### src/rtl/hough_line_accumulator_defines.svh
// assertion helpers shared by the rtl
`ifndef HOUGH_LINE_ACCUMULATOR_DEFINES_SVH
`define HOUGH_LINE_ACCUMULATOR_DEFINES_SVH

// checked only out of reset
`define HLA_ASSERT(name, clk, rst, prop, msg) \
   name: assert property (@(posedge clk) disable iff (rst) prop) else $error(msg);

// checked at every edge, reset included
`define HLA_ASSERT_ALWAYS(name, clk, prop, msg) \
   name: assert property (@(posedge clk) prop) else $error(msg);

`endif

### src/rtl/hla_divider.sv
module hla_divider #(
   parameter int COUNT_BITS = 19
) (
   input  logic                    clock,
   input  logic                    reset,
   input  logic                    start,
   input  logic [COUNT_BITS+7:0]   numer,
   input  logic [COUNT_BITS-1:0]   denom,
   output logic                    done,
   output logic [7:0]              quotient
);

   logic                  run_ff;
   logic                  done_ff;
   logic [2:0]            step_ff;
   logic [COUNT_BITS-1:0] rem_ff, rem_in;
   logic [COUNT_BITS-1:0] denom_ff;
   logic [7:0]            low_ff;
   logic [7:0]            q_ff;
   logic [COUNT_BITS:0]   trial;
   logic                  ge;

   always_comb begin
      trial  = {rem_ff, low_ff[7]};
      ge     = trial >= {1'b0, denom_ff};
      rem_in = ge ? COUNT_BITS'(trial - {1'b0, denom_ff}) : trial[COUNT_BITS-1:0];
   end

   always_ff @(posedge clock) begin
      if (reset) begin
         run_ff  <= 1'b0;
         done_ff <= 1'b0;
         step_ff <= '0;
      end else begin
         done_ff <= 1'b0;
         if (start) begin
            run_ff  <= 1'b1;
            step_ff <= '0;
         end else if (run_ff) begin
            step_ff <= step_ff + 3'd1;
            if (step_ff == 3'd7) begin
               run_ff  <= 1'b0;
               done_ff <= 1'b1;
            end
         end
      end
      if (start) begin
         rem_ff   <= numer[COUNT_BITS+7:8];
         low_ff   <= numer[7:0];
         denom_ff <= denom;
         q_ff     <= '0;
      end else if (run_ff) begin
         rem_ff <= rem_in;
         low_ff <= {low_ff[6:0], 1'b0};
         q_ff   <= {q_ff[6:0], ge};
      end
   end

   assign done     = done_ff;
   assign quotient = q_ff;

endmodule

### config.mk
export PLATFORM = sky130hd
export DESIGN_NAME = hla_divider
export DESIGN_NICKNAME = d
export VERILOG_FILES = /design/src/rtl/hough_line_accumulator_defines.svh /design/src/rtl/hla_divider.sv
export SDC_FILE = /design/constraint.sdc
export NUM_CORES = 1
export LEC_CHECK = 0
export BUFFER_PORTS_ARGS = -buffer_cell sky130_fd_sc_hd__buf_2
export CAP_MARGIN = 20
export CELL_PAD_IN_SITES_DETAIL_PLACEMENT = 0
export CELL_PAD_IN_SITES_GLOBAL_PLACEMENT = 1
export CORE_MARGIN = 2
export CORE_UTILIZATION = 45
export DETAILED_ROUTE_END_ITERATION = 16
export HOLD_SLACK_MARGIN = 0.05
export PLACE_DENSITY = 0.9
export SLEW_MARGIN = 40
export SYNTH_ARGS = -nofsm -noshare
export SYNTH_HDL_FRONTEND = slang
export SYNTH_SLANG_ARGS = --single-unit
### constraint.sdc
create_clock -name clock -period 7.3 [get_ports clock]
set_input_delay 0.365 -clock clock [delete_from_list [all_inputs] [get_ports clock]]
set_output_delay 0.365 -clock clock [all_outputs]
set_load 0.005 [all_outputs]
Word-level counts from Yosys, hierarchy flattened --
Cells that the tools add are included. W data, S select, Z words.
Cells by class: $add $sub $neg 2, equal/unequal tests 1, bitwise gates (word level) 1, magnitude comparators 1, multiplexer cells 9, reduce and logical (&&, ||, !) cells 3
Operators with widths (number):
- $mux W19 | 3
- $ge A20 B19 Y1 | 1
- $sub A19 B19 Y19 | 1
- $mux W8 | 2
- $mux W1 | 4
- $add A3 B1 Y3 const B | 1
- $eq A3 B3 Y1 const B | 1
- $reduce_or A3 Y1 | 1
- $reduce_bool A2 Y1 | 1
- $reduce_or A2 Y1 | 1
- $not A1 Y1 | 1
Storage, ports and cells: logic and storage cells 24, flip-flop bits (word level) 59, bits of input ports 49, output and inout port bits 9

Depth between registers and ports, before layout --
depth in word-level cells 4, gate-level depth with buffers 10, gate-level depth less buffers 9

Worst setup path after synthesis --
Ideal clock, no wire load.
kind register -> register, from register denom_ff[0], to register rem_ff[11], data pin, path slack 4.932 ns, cell stages (with the launch flop) 10, arrival 2.105 ns, required time 7.037 ns, library setup time 0.263 ns, cell sequence edfxtp_1 ha_1 fa_1 nand2b_1 a21oi_2 a211oi_4 a31o_4 buf_6 a41oi_1 o21ai_1
Between the ends: cells in the longest elaborated chain, start to end 4
Ends and longest elaborated chain:
- from (decl) | RTL line hla_divider.sv:17 | logic [COUNT_BITS-1:0] denom_ff;
- from (signal assigned) | RTL line hla_divider.sv:50 | denom_ff <= denom;
- $sub A19 B19 Y19 / $ge A20 B19 Y1 (equally long branches) | RTL line hla_divider.sv:26, hla_divider.sv:25
- $mux W19 * | RTL line hla_divider.sv:26 | rem_in = ge ? COUNT_BITS'(trial - {1'b0, denom_ff}) : trial[COUNT_BITS-1:0];
- $mux W19 * | RTL line hla_divider.sv:52 | end else if (run_ff) begin
- $mux W19 * | RTL line hla_divider.sv:47 | if (start) begin
- to (signal assigned) | RTL line hla_divider.sv:48 | rem_ff <= numer[COUNT_BITS+7:8];
- to (signal assigned) | RTL line hla_divider.sv:53 | rem_ff <= rem_in;
- to (decl) | RTL line hla_divider.sv:16 | logic [COUNT_BITS-1:0] rem_ff, rem_in;
Every way passes the cells marked *; elsewhere a longest branch is shown, timed or not. The select of a mux whose other input is x is not followed. A chain may end at the register's enable or synchronous reset.

Worst setup path in the final report --
from register denom_ff[0], to register rem_ff[9], data pin
Same word-level chain as after synthesis.

==> qor.csv <==
metric,value,unit
P per Cell Area,298,nW/um^2
I/O pin count,58,
placed wire-length estimate,5850,um
Starting Density,45.9,%
antenna violations before repair,0,
yosys warns,0,
Hold/Removal Path Class,in -> reg,
CP startpoint kind,flop,
crit path DAT,2.71,ns
Core Box Area,8090,sq um
row cnt,33,
kind of critical path,reg -> reg,
first-pass GRT wire length,13700,um
"Seq/Total Area, Yosys",44.2,%
Longest Clk Path Bufs,2,
grt total ovfl,0,
number of synthesized flops with an enable pin,46,
"Max FO, Critical Path",21,
min cycle time layout,2.64,ns
pin count of the biggest net entering global routing,61,
status,"complete, no violations",
Most used DFF post-synth,edfxtp_1,
fin nets,484,
Vias,2958,
die area,8990,sq um
VDD IR max,0.125,mV
Initial DRC Count,208,
Yosys reg bits,59,
total CTS buffers,9,
setup violators final,0,
Post-Syn Instances,361,
Post-synth ARST share,0,%
mean area per synthesized cell,10.3,sq um
Antenna Nets Post-Route,0,
Via density,5.66,
hold buffers post-CTS,0,
post_cts resized,0,
clk sinks,59,
max_cap viols,0,
# diodes,0,
Die Ht,94.8,um
Worst Setup End Kind,flop,
layout cells sized above 1,23.9,%
Clock Skews,0.00823,ns
actual slew at the worst max-slew pin,0.669,ns
Post CTS Setup Buffer Count,0,
synthesized area,3710,sq um
synth unique cells,68,
"Clk pin slew, worst setup/hold paths",0.07,ns
final core utilization,52.2,%
Slew headroom,55.4,%
setup tns final,0,ns
worst skew pair latency,0.35,ns
Port-buffer cells,57,
multi-input logic area,1850,sq um
Register Area,1640,sq um
H-tree levels,3,
Lkg Pwr,1.77,nW
WL/cell,15.8,um
vias in the first global route,2888,
root buffer cell,clkbuf_8,
Routability Congestion,0.895,
RSZ-0062 raised after global routing,no,
TritonRoute pass-1 iters,4,
DRC viols,0,
r2r setup slk,4.66,ns
syn_nets,432,
"Slew Viols, Final",0,
Max Clk Rate,379,MHz
Area Growth Syn to Fin,13.9,%
Die W,94.8,um
Tot Pwr,1.26,mW
final WL,8260,um
fill count,766,
GRT Resource Usage Total,19.8,%
final hold vios,0,
Critical Path RT,7.37,ns
period utilization,36.1,%
CTS tree,built,
## state kept, by name (all words and copies together) (netlist names)
| signal | flops |
|---|---|
| low_ff | 8 |
| step_ff | 3 |
| run_ff | 1 |
| done | 1 |
| rem_ff | 19 |
| denom_ff | 19 |
| quotient | 8 |
## cell families after synthesis
kind of cell	after synthesis	share of synthesized area, %
simple gates	109	14.8
compound gates	95	19.5
fa+ha+maj	22	7.62
mux	18	5.09
xor+xnor	11	2.60
flops	59	44.2
buf+inv	47	6.17
## Yosys cell counts (6+ instances only)
| cell type | number | area, sq um |
|---|---|---|
| edfxtp_1 | 46 | 1380 |
| a21o_1 | 7 | 52.6 |
| nand3_1 | 11 | 55.1 |
| and2_1 | 9 | 56.3 |
| nor3_1 | 7 | 35.0 |
| ha_1 | 21 | 263 |
| a31oi_1 | 7 | 43.8 |
| nand2_1 | 21 | 78.8 |
| a41oi_1 | 7 | 61.3 |
| nand4_1 | 12 | 75.1 |
| dfxtp_1 | 13 | 260 |
| mux2i_1 | 11 | 110 |
| a21oi_1 | 11 | 55.1 |
| mux2_2 | 7 | 78.8 |
| o21ai_1 | 6 | 30.0 |
| o21ai_0 | 15 | 75.1 |
| nor2_1 | 27 | 101 |
| inv_1 | 28 | 105 |
| xnor2_1 | 6 | 52.6 |
## area by class of cell
| class | count | area share (%) |
|---|---|---|
| multi-input cells | 255 | 43.7 |
| clock inverters | 3 | 0.415 |
| repair buffers | 59 | 7.11 |
| well taps | 105 | 3.11 |
| clock buffers | 13 | 4.26 |
| inverters | 29 | 2.58 |
| flip-flops and latches | 59 | 38.9 |
## stage by stage
| step | instances | hold WS, ns | area, sq um | setup slack (ns) |
|---|---|---|---|---|
| after detailed placement | 507 | 0.494 | 4030 | 4.68 |
| after CTS | 523 | 0.176 | 4230 | 4.66 |
| after global routing | 523 | 0.181 | 4230 | 4.52 |
| final | 523 | 0.189 | 4230 | 4.66 |
| after floorplan | 361 | 0.434 | 3710 | 4.93 |
| after global placement | 507 | 0.475 | 4030 | 4.69 |
## critical path: stages (launching register included)
cell      delay [ns]
edfxtp_1        0.38
ha_1            0.24
fa_1            0.40
nand2b_1        0.19
a21oi_2         0.28
a211oi_4        0.14
a31o_4          0.35
a211oi_1        0.27
o31ai_1         0.10
## worst paths after layout
kind	endpoint	depth (start not counted)	start
worst min register to register	quotient[7]	2	quotient[7]
worst min-delay path	denom_ff[17]	1	denom[17]
worst max-delay path	rem_ff[9]	8	denom_ff[0]
worst max register to register	rem_ff[9]	8	denom_ff[0]
## cell usage in the layout (no fill, tap or decap), types with 7 or more instances in the layout
| cell type | Yosys | final |
|---|---|---|
| edfxtp_1 | 46 | 46 |
| and2_1 | 9 | 9 |
| buf_2 | 2 | 57 |
| ha_1 | 21 | 21 |
| a41oi_1 | 7 | 7 |
| nand3_1 | 11 | 11 |
| a21oi_1 | 11 | 11 |
| mux2_2 | 7 | 7 |
| nor2_1 | 27 | 27 |
| dfxtp_1 | 13 | 13 |
| nand2_1 | 21 | 21 |
| nor3_1 | 7 | 7 |
| a21o_1 | 7 | 7 |
| a31oi_1 | 7 | 7 |
| inv_1 | 28 | 28 |
| mux2i_1 | 11 | 11 |
| o21ai_0 | 15 | 15 |
| nand4_1 | 12 | 12 |
| clkbuf_8 | 0 | 11 |
## routing by layer
layer / wire [um] / global-route usage (%) / vias to the layer above
li1: - / - / 1464
met1: 3690 / 25.8 / 1411
met2: 4070 / 32.4 / 72
met3: 390 / 4.15 / 11
met4: 108 / 7.25 / 0
met5: 0 / 0 / -
## where the power goes
part	leakage, nW	switching, mW	internal [mW]
Combinational	1.10	0.307	0.202
Clock	0.105	0.134	0.162
Sequential	0.566	0.0296	0.424
Total	1.77	0.471	0.788
(Power assumes the default switching activity.)
